<file path="src/rtl/hsl_pkg.sv">
`default_nettype none

package hsl_pkg;

    localparam int COMP_W  = 8;
    localparam int PV_W    = 16;
    localparam int NUM_W   = 24;
    localparam int SX_W    = 3;
    localparam int H6_W    = 11;
    localparam int DIV_BASE = 255;

    localparam logic [SX_W-1:0] SX_RED_UP    = 3'd0;
    localparam logic [SX_W-1:0] SX_GREEN_TOP = 3'd1;
    localparam logic [SX_W-1:0] SX_BLUE_UP   = 3'd2;
    localparam logic [SX_W-1:0] SX_BLUE_TOP  = 3'd3;
    localparam logic [SX_W-1:0] SX_RED_RISE  = 3'd4;
    localparam logic [SX_W-1:0] SX_RED_TOP   = 3'd5;
    localparam logic [SX_W-1:0] SX_GRAY      = 3'd6;

    typedef struct packed {
        logic [SX_W-1:0]   sx;
        logic              gray;
        logic [COMP_W-1:0] l;
    } t_side;

endpackage

`default_nettype wire

</file>
<file path="src/rtl/hsl_div255.sv">
`default_nettype none

module hsl_div255 import hsl_pkg::*; #(
    parameter int IN_W  = 16,
    parameter int OUT_W = 8
) (
    input  wire logic             i_clk,
    input  wire logic             i_en,
    input  wire logic [IN_W-1:0]  i_x,
    output logic      [OUT_W-1:0] o_q
);

    // floor(x / 255) by reciprocal multiply; exact for x * 127 < 2^SHIFT
    localparam int SHIFT = IN_W + 7;
    localparam longint unsigned MAGIC =
        ((longint'(1) << SHIFT) + longint'(DIV_BASE - 1)) / longint'(DIV_BASE);
    localparam int PROD_W = 2 * IN_W;

    logic [PROD_W-1:0] n_prod;
    logic [OUT_W-1:0]  r_q;

    assign n_prod = PROD_W'(i_x) * PROD_W'(MAGIC);

    always_ff @(posedge i_clk) begin
        if (i_en) begin
            r_q <= n_prod[SHIFT +: OUT_W];
        end
    end

    assign o_q = r_q;

endmodule

`default_nettype wire

</file>
<file path="src/rtl/hsl_to_rgb_converter_top.sv">
`default_nettype none

// 8-bit HSL to BGR colour converter. One transaction carries hue, saturation and
// lightness in, one carries blue, green and red out. A pixel may be accepted every
// clock while o_stall is low; its result passes through the seven register stages
// (peak, min/span, ramp product, numerators, two reciprocal divides by 255, colour
// select), the first of which loads at the accepting edge and the last of which is
// the output register. Results are the exact integer value truncated, so
// they can sit one below a floating-point conversion.
// Hue 255 and lightness 0 give grey (all components equal lightness). A stall on
// the output holds only the stages that are full; bubbles ahead of it still close.

module hsl_to_rgb_converter_top import hsl_pkg::*; (
    input  wire logic              i_clk,
    input  wire logic              i_rst_n,
    input  wire logic              i_valid,
    output logic                   o_stall,
    input  wire logic [COMP_W-1:0] i_hue,
    input  wire logic [COMP_W-1:0] i_saturation,
    input  wire logic [COMP_W-1:0] i_lightness,
    output logic                   o_valid,
    input  wire logic              i_stall,
    output logic      [COMP_W-1:0] o_blue,
    output logic      [COMP_W-1:0] o_green,
    output logic      [COMP_W-1:0] o_red
);

    localparam int NSTG = 7;

    logic [NSTG:1] r_v;
    logic [NSTG:1] en;

    always_comb begin
        en[NSTG] = !r_v[NSTG] || !i_stall;
        for (int k = NSTG - 1; k >= 1; k--) begin
            en[k] = !r_v[k] || en[k+1];
        end
    end

    always_ff @(posedge i_clk) begin
        if (!i_rst_n) begin
            r_v <= '0;
        end else begin
            if (en[1]) begin
                r_v[1] <= i_valid;
            end
            for (int k = 2; k <= NSTG; k++) begin
                if (en[k]) begin
                    r_v[k] <= r_v[k-1];
                end
            end
        end
    end

    assign o_stall = !en[1];
    assign o_valid = r_v[NSTG];

    // stage 1: peak, sextant, fraction
    logic [PV_W-1:0]   n1_ls;
    logic [PV_W:0]     n1_pv;
    logic [H6_W-1:0]   n1_h6;
    logic [SX_W-1:0]   n1_sx;
    logic [H6_W-1:0]   n1_base;
    logic [H6_W-1:0]   n1_fr;
    logic [PV_W-1:0]   r1_pv;
    logic [COMP_W-1:0] r1_l;
    logic [SX_W-1:0]   r1_sx;
    logic [COMP_W-1:0] r1_fr;

    always_comb begin
        n1_ls = PV_W'(i_lightness) * PV_W'(i_saturation);
        if (i_lightness <= COMP_W'(127)) begin
            n1_pv = (17'(i_lightness) << 8) - 17'(i_lightness) + 17'(n1_ls);
        end else begin
            n1_pv = 17'(DIV_BASE) * (17'(i_lightness) + 17'(i_saturation)) - 17'(n1_ls);
        end
        n1_h6 = (H6_W'(i_hue) << 2) + (H6_W'(i_hue) << 1);
        if (n1_h6 >= H6_W'(6 * DIV_BASE)) begin
            n1_sx = SX_GRAY;
        end else if (n1_h6 >= H6_W'(5 * DIV_BASE)) begin
            n1_sx = SX_RED_TOP;
        end else if (n1_h6 >= H6_W'(4 * DIV_BASE)) begin
            n1_sx = SX_RED_RISE;
        end else if (n1_h6 >= H6_W'(3 * DIV_BASE)) begin
            n1_sx = SX_BLUE_TOP;
        end else if (n1_h6 >= H6_W'(2 * DIV_BASE)) begin
            n1_sx = SX_BLUE_UP;
        end else if (n1_h6 >= H6_W'(DIV_BASE)) begin
            n1_sx = SX_GREEN_TOP;
        end else begin
            n1_sx = SX_RED_UP;
        end
        n1_base = H6_W'(n1_sx) * H6_W'(DIV_BASE);
        n1_fr   = n1_h6 - n1_base;
    end

    always_ff @(posedge i_clk) begin
        if (en[1]) begin
            r1_pv <= n1_pv[PV_W-1:0];
            r1_l  <= i_lightness;
            r1_sx <= n1_sx;
            r1_fr <= n1_fr[COMP_W-1:0];
        end
    end

    // stage 2: minimum and span
    logic [17:0]       n2_l510;
    logic [17:0]       n2_mn;
    logic [17:0]       n2_d;
    logic [PV_W-1:0]   r2_pv;
    logic [PV_W-1:0]   r2_mn;
    logic [PV_W-1:0]   r2_d;
    logic [COMP_W-1:0] r2_fr;
    t_side             r2_sd;

    always_comb begin
        n2_l510 = 18'(r1_l) * 18'd510;
        n2_mn   = n2_l510 - 18'(r1_pv);
        n2_d    = (18'(r1_pv) << 1) - n2_l510;
    end

    always_ff @(posedge i_clk) begin
        if (en[2]) begin
            r2_pv      <= r1_pv;
            r2_mn      <= n2_mn[PV_W-1:0];
            r2_d       <= n2_d[PV_W-1:0];
            r2_fr      <= r1_fr;
            r2_sd.sx   <= r1_sx;
            r2_sd.gray <= (r1_pv == '0) || (r1_sx == SX_GRAY);
            r2_sd.l    <= r1_l;
        end
    end

    // stage 3: ramp product, scaled extremes, peak and min components
    logic [NUM_W-1:0]  r3_ramp;
    logic [NUM_W-1:0]  r3_mn255;
    logic [NUM_W-1:0]  r3_pv255;
    logic [COMP_W-1:0] w3_cv;
    logic [COMP_W-1:0] w3_cm;
    t_side             r3_sd;

    always_ff @(posedge i_clk) begin
        if (en[3]) begin
            r3_ramp  <= NUM_W'(r2_d) * NUM_W'(r2_fr);
            r3_mn255 <= (NUM_W'(r2_mn) << 8) - NUM_W'(r2_mn);
            r3_pv255 <= (NUM_W'(r2_pv) << 8) - NUM_W'(r2_pv);
            r3_sd    <= r2_sd;
        end
    end

    hsl_div255 #(.IN_W(PV_W), .OUT_W(COMP_W)) u_div_cv (
        .i_clk (i_clk),
        .i_en  (en[3]),
        .i_x   (r2_pv),
        .o_q   (w3_cv)
    );

    hsl_div255 #(.IN_W(PV_W), .OUT_W(COMP_W)) u_div_cm (
        .i_clk (i_clk),
        .i_en  (en[3]),
        .i_x   (r2_mn),
        .o_q   (w3_cm)
    );

    // stage 4: ramp numerators
    logic [NUM_W-1:0]  r4_n1;
    logic [NUM_W-1:0]  r4_n2;
    logic [COMP_W-1:0] r4_cv;
    logic [COMP_W-1:0] r4_cm;
    t_side             r4_sd;

    always_ff @(posedge i_clk) begin
        if (en[4]) begin
            r4_n1 <= r3_mn255 + r3_ramp;
            r4_n2 <= r3_pv255 - r3_ramp;
            r4_cv <= w3_cv;
            r4_cm <= w3_cm;
            r4_sd <= r3_sd;
        end
    end

    // stages 5 and 6: divide by 255 twice
    logic [PV_W-1:0]   w5_t1;
    logic [PV_W-1:0]   w5_t2;
    logic [COMP_W-1:0] r5_cv;
    logic [COMP_W-1:0] r5_cm;
    t_side             r5_sd;
    logic [COMP_W-1:0] w6_c1;
    logic [COMP_W-1:0] w6_c2;
    logic [COMP_W-1:0] r6_cv;
    logic [COMP_W-1:0] r6_cm;
    t_side             r6_sd;

    hsl_div255 #(.IN_W(NUM_W), .OUT_W(PV_W)) u_div_t1 (
        .i_clk (i_clk),
        .i_en  (en[5]),
        .i_x   (r4_n1),
        .o_q   (w5_t1)
    );

    hsl_div255 #(.IN_W(NUM_W), .OUT_W(PV_W)) u_div_t2 (
        .i_clk (i_clk),
        .i_en  (en[5]),
        .i_x   (r4_n2),
        .o_q   (w5_t2)
    );

    hsl_div255 #(.IN_W(PV_W), .OUT_W(COMP_W)) u_div_c1 (
        .i_clk (i_clk),
        .i_en  (en[6]),
        .i_x   (w5_t1),
        .o_q   (w6_c1)
    );

    hsl_div255 #(.IN_W(PV_W), .OUT_W(COMP_W)) u_div_c2 (
        .i_clk (i_clk),
        .i_en  (en[6]),
        .i_x   (w5_t2),
        .o_q   (w6_c2)
    );

    always_ff @(posedge i_clk) begin
        if (en[5]) begin
            r5_cv <= r4_cv;
            r5_cm <= r4_cm;
            r5_sd <= r4_sd;
        end
        if (en[6]) begin
            r6_cv <= r5_cv;
            r6_cm <= r5_cm;
            r6_sd <= r5_sd;
        end
    end

    // stage 7: sextant select into the output register
    logic [COMP_W-1:0] n7_r;
    logic [COMP_W-1:0] n7_g;
    logic [COMP_W-1:0] n7_b;
    logic [COMP_W-1:0] r7_r;
    logic [COMP_W-1:0] r7_g;
    logic [COMP_W-1:0] r7_b;

    always_comb begin
        n7_r = r6_sd.l;
        n7_g = r6_sd.l;
        n7_b = r6_sd.l;
        if (!r6_sd.gray) begin
            case (r6_sd.sx)
                SX_RED_UP: begin
                    n7_r = r6_cv; n7_g = w6_c1; n7_b = r6_cm;
                end
                SX_GREEN_TOP: begin
                    n7_r = w6_c2; n7_g = r6_cv; n7_b = r6_cm;
                end
                SX_BLUE_UP: begin
                    n7_r = r6_cm; n7_g = r6_cv; n7_b = w6_c1;
                end
                SX_BLUE_TOP: begin
                    n7_r = r6_cm; n7_g = w6_c2; n7_b = r6_cv;
                end
                SX_RED_RISE: begin
                    n7_r = w6_c1; n7_g = r6_cm; n7_b = r6_cv;
                end
                SX_RED_TOP: begin
                    n7_r = r6_cv; n7_g = r6_cm; n7_b = w6_c2;
                end
                default: begin
                    n7_r = r6_sd.l; n7_g = r6_sd.l; n7_b = r6_sd.l;
                end
            endcase
        end
    end

    always_ff @(posedge i_clk) begin
        if (en[7]) begin
            r7_r <= n7_r;
            r7_g <= n7_g;
            r7_b <= n7_b;
        end
    end

    assign o_red   = r7_r;
    assign o_green = r7_g;
    assign o_blue  = r7_b;

endmodule

`default_nettype wire

</file>
<file path="config.mk">
export PLATFORM = sky130hd
export DESIGN_NAME = hsl_to_rgb_converter_top
export DESIGN_NICKNAME = d
export VERILOG_FILES = /design/src/rtl/hsl_pkg.sv /design/src/rtl/hsl_div255.sv /design/src/rtl/hsl_to_rgb_converter_top.sv
export SDC_FILE = /design/constraint.sdc
export NUM_CORES = 2
export LEC_CHECK = 0
export BUFFER_PORTS_ARGS = -buffer_cell sky130_fd_sc_hd__buf_2
export CAP_MARGIN = 20
export CORE_MARGIN = 4
export CORE_UTILIZATION = 59
export CTS_CLUSTER_DIAMETER = 60
export DETAILED_ROUTE_END_ITERATION = 10
export HOLD_SLACK_MARGIN = 0.05
export PLACE_DENSITY = 0.78
export SYNTH_ARGS = -nofsm -noshare
export SYNTH_HDL_FRONTEND = slang
export SYNTH_SLANG_ARGS = --single-unit
export TNS_END_PERCENT = 100
</file>
<file path="constraint.sdc">
create_clock -name i_clk -period 8 [get_ports i_clk]
set_clock_uncertainty 0.05 [all_clocks]
set_input_delay 1.2 -clock i_clk [delete_from_list [all_inputs] [get_ports i_clk]]
set_output_delay 1.2 -clock i_clk [all_outputs]
set_load 0.005 [all_outputs]
</file>
==> impl_metrics.sql <==
INSERT INTO impl_metrics (metric_group, metric, value, unit) VALUES
('placed_design', 'finalWeightedCongestion', '0.892', ''),
('logic_synthesis', 'syn-cell-area', '39900', 'um^2'),
('logic_synthesis', 'yosysTopAreaCellShare', '30.1', '%'),
('logic_synthesis', 'number_of_enable_flip_flop_cells_after_synthesis', '400', ''),
('final_layout', 'final_layout_size_suffix_gt1_share', '6.90', '%'),
('final_layout', 'final_cell_area', '43500', 'um^2'),
('final_layout', 'final.fill_count', '5059', ''),
('die', 'fp.dieH', '268', 'um'),
('route', 'drt-pass1-iter-count', '6', ''),
('setup_path', 'worst_ep_required_time', '8280', 'ps'),
('clock_network', 'cts_htree_levels', '2', ''),
('logic_synthesis', 'share_of_the_synthesized_area_in_compound_gates_ao_oa_aoi_oai', '9.66', '%'),
('setup_path', 'path_common_cell', 'sky130_fd_sc_hd__fa_1', ''),
('logic_synthesis', 'ys_seq_elements', '407', ''),
('die', 'die_width', '268', 'um'),
('placed_design', 'dp_hpwl', '65.2', 'mm'),
('run_status', 'result_of_the_run', 'finished clean', ''),
('grt', 'total_global_route_track_usage', '22.8', '%'),
('setup_path', 'path_max_fanout', '7', ''),
('placed_design', 'port-buffer-count', '53', ''),
('route', 'via_count', '26930', ''),
('logic_synthesis', 'synth_mux_area_share', '0.279', '%'),
('grt', 'number_of_antenna_violations_at_the_first_check_in_global_routing', '0', ''),
('clock_network', 'cts.clk_slew.worst_paths', '60', 'ps'),
('setup_path', 'critical_path_cell_count', '27', ''),
('logic_synthesis', 'ys_top_cells_by_area', 'sky130_fd_sc_hd__edfxtp_1 30%, sky130_fd_sc_hd__ha_1 28%, sky130_fd_sc_hd__fa_1 12%, sky130_fd_sc_hd__inv_1 5.8%, sky130_fd_sc_hd__xnor2_1 4.1%', ''),
('logic_synthesis', 'syn_avg_cell_area', '10.6', 'um^2'),
('min_path', 'hold_path_depth', '0', ''),
('route', 'wl_per_cell', '16.7', 'um'),
('timing', 'final-setup-viol-count', '0', ''),
('route', 'final_antenna_net_count', '0', ''),
('clock_network', 'cts_inserted_buffers', '45', ''),
('logic_synthesis', 'ys_async_sr_fraction', '0', '%'),
('die', 'design.die.area', '71900', 'um^2'),
('grt', 'grt_overflow', '0', ''),
('logic_synthesis', 'synth_top_cells_by_count', '890 x sky130_fd_sc_hd__ha_1, 615 x sky130_fd_sc_hd__inv_1, 400 x sky130_fd_sc_hd__edfxtp_1, 234 x sky130_fd_sc_hd__fa_1, 195 x sky130_fd_sc_hd__nand2_1', ''),
('logic_synthesis', 'synth_xor_xnor_area_share', '5.25', '%'),
('setup_path', 'critPathTopFamily', 'adder cells', ''),
('timing', 'final_hold_viol_count', '0', ''),
('logic_synthesis', 'synth.yosys.warnings', '0', ''),
('placed_design', 'pre_cts_ws', '-391', 'ps'),
('clock_network', 'cts_hold_repair.buffers', '0', ''),
('logic_synthesis', 'netlist.top_cell.by_area', 'sky130_fd_sc_hd__edfxtp_1', ''),
('clock_network', 'clockRootBuffer', 'sky130_fd_sc_hd__clkbuf_16', ''),
('die', 'row_count', '95', ''),
('logic_synthesis', 'synth_adder_area_share', '39.6', '%'),
('timing', 'final.period_utilization', '96.9', '%'),
('route', 'wirelength', '80.3', 'mm'),
('die', 'ioPinCount', '54', ''),
('placed_design', 'placed_standard_cell_area', '41800', 'um^2'),
('grt', 'first_global_vias', '27463', ''),
('logic_synthesis', 'dominant_cell_by_count_in_the_synthesized_netlist', 'sky130_fd_sc_hd__ha_1', ''),
('final_layout', 'layout.core_utilization', '64.8', '%'),
('setup_path', 'crit_slowest_cell', 'sky130_fd_sc_hd__fa_1', ''),
('clock_network', 'cts_max_path_buffers', '3', ''),
('timing', 'worst_pin_slew', '1070', 'ps'),
('final_layout', 'area_overhead_vs_synth', '9.06', '%'),
('logic_synthesis', 'synthesis.nets', '4900', ''),
('setup_path', 'worst_path_largest_cell_delay', '550', 'ps'),
('clock_network', 'clock_insertion_delay_worst_skew', '590', 'ps'),
('timing', 'final_max_slew_viol_count', '0', ''),
('final_layout', 'post_layout_nets', '5043', ''),
('setup_path', 'timing.setup.critical_path_class', 'input pin to register', ''),
('setup_path', 'cp_num_buf_inv', '7', ''),
('logic_synthesis', 'synth_top_family_by_area', 'adder cells', ''),
('grt', 'grt_first_pass_wirelength', '133', 'mm'),
('timing', 'post-route-worst-setup-slack', '251', 'ps'),
('route', 'initialDrtViolationCount', '1589', ''),
('die', 'start_util', '59.4', '%'),
('timing', 'fin_crit', '7750', 'ps'),
('setup_path', 'critPathArrivalTime', '8020', 'ps');
## cells by family after synthesis
kind of cell             Yosys count
flip-flops                       407
XOR/XNOR                         239
adder cells (fa/ha/maj)         1124
AND/OR/NAND/NOR                  715
AO/OA/AOI/OAI                    602
buffers and inverters            651
multiplexers                      10
## through the flow
stage / TNS, ps / cells
6_report: 0 / 4800
2_1_floorplan: 0 / 3748
4_1_cts: 0 / 4798
3_3_place_gp: -930 / 4715
3_5_place_dp: -1360 / 4715
5_1_grt: -57.6 / 4800
## timing repair
action / CTS / global route
gates resized for setup: 0 / 16
setup endpoints to repair: 0 / 4
setup buffers: 0 / 2
## placed cells by master, fill, tap and decap left out, types with 11 or more instances in the layout
master	netlist	layout
sky130_fd_sc_hd__nand4_1	17	17
sky130_fd_sc_hd__nor3_1	48	46
sky130_fd_sc_hd__clkbuf_16	0	45
sky130_fd_sc_hd__and3_1	26	26
sky130_fd_sc_hd__a21o_1	66	66
sky130_fd_sc_hd__nor2b_1	35	35
sky130_fd_sc_hd__a211oi_1	20	19
sky130_fd_sc_hd__o211ai_1	14	14
sky130_fd_sc_hd__buf_2	0	52
sky130_fd_sc_hd__xnor2_1	186	182
sky130_fd_sc_hd__a21oi_1	188	180
sky130_fd_sc_hd__and2_1	103	102
sky130_fd_sc_hd__o21a_1	31	31
sky130_fd_sc_hd__edfxtp_1	400	400
sky130_fd_sc_hd__nand3_1	37	37
sky130_fd_sc_hd__a21boi_0	11	11
sky130_fd_sc_hd__clkinv_2	0	11
sky130_fd_sc_hd__ha_1	890	883
sky130_fd_sc_hd__buf_4	0	78
sky130_fd_sc_hd__nand2b_1	31	31
sky130_fd_sc_hd__o21bai_1	37	37
sky130_fd_sc_hd__fa_1	234	232
sky130_fd_sc_hd__o21ai_0	126	124
sky130_fd_sc_hd__nand2_1	195	192
sky130_fd_sc_hd__a31oi_1	12	12
sky130_fd_sc_hd__xor2_1	53	52
sky130_fd_sc_hd__inv_1	615	612
sky130_fd_sc_hd__nor2_1	187	186
## sequential cells by signal, summed over array words and instances (netlist names), 11 cells and up
name,count
r1_pv,16
r2_d,15
r2_mn,15
r2_pv,16
r2_sd,11
r3_mn255,24
r3_pv255,23
r3_ramp,23
r3_sd,12
r4_n1,24
r4_n2,23
r4_sd,12
r5_sd,12
r6_sd,12
u_div_t1.o_q,16
u_div_t2.o_q,16
## worst paths after layout
kind	startpoint	endpoint	slack [ps]
worst max register to register	r1_l[2]$_DFFE_PN_	r2_d[15]$_DFFE_PP_	2140
worst max-delay path	i_lightness[2]	r1_pv[14]$_DFFE_PN_	250
worst min register to register	u_div_cm.o_q[0]$_DFFE_PP_	r4_cm[0]$_DFFE_PP_	360
worst min-delay path	u_div_cm.o_q[0]$_DFFE_PP_	r4_cm[0]$_DFFE_PP_	360
## final cells by class
| cell class | count | area, um^2 | share of cell area [%] |
|---|---|---|---|
| multi-input combinational | 2690 | 25500 | 58.6 |
| sequential | 407 | 12200 | 27.9 |
| inverter | 616 | 2310 | 5.31 |
| clock buffer | 54 | 1200 | 2.76 |
| tap | 873 | 1090 | 2.51 |
| timing repair buffer | 131 | 853 | 1.96 |
| clock inverter | 29 | 395 | 0.908 |
## per-layer routing
layer  GRT usage (%)  up-vias  share of wire (%)
met1            29.3    12860                 42
met5               0        -                  0
met2            39.6      612                 49
li1                -    13268                  -
met4            9.64        0                4.7
met3            2.46      190                4.2
## worst reg2reg max path, cell delays in order, from the launching register on
cell                       delay (ps)
sky130_fd_sc_hd__edfxtp_1         580
sky130_fd_sc_hd__fa_1             520
sky130_fd_sc_hd__fa_1             520
sky130_fd_sc_hd__inv_1             60
sky130_fd_sc_hd__fa_1             480
sky130_fd_sc_hd__fa_1             560
sky130_fd_sc_hd__inv_1             40
sky130_fd_sc_hd__ha_1             320
sky130_fd_sc_hd__inv_1             90
sky130_fd_sc_hd__nor2_1            50
sky130_fd_sc_hd__nor2_1           150
sky130_fd_sc_hd__o21bai_1          90
sky130_fd_sc_hd__a21oi_1          220
sky130_fd_sc_hd__o21bai_1          90
sky130_fd_sc_hd__a21oi_1          220
sky130_fd_sc_hd__xnor2_1          280
sky130_fd_sc_hd__inv_1            100
sky130_fd_sc_hd__ha_1             270
sky130_fd_sc_hd__o41ai_1          550
sky130_fd_sc_hd__o21ai_0          210
sky130_fd_sc_hd__xnor2_1          160
Power is not shown: default switching activity piles up to over one toggle a cycle in this logic, so the estimate is an artifact.
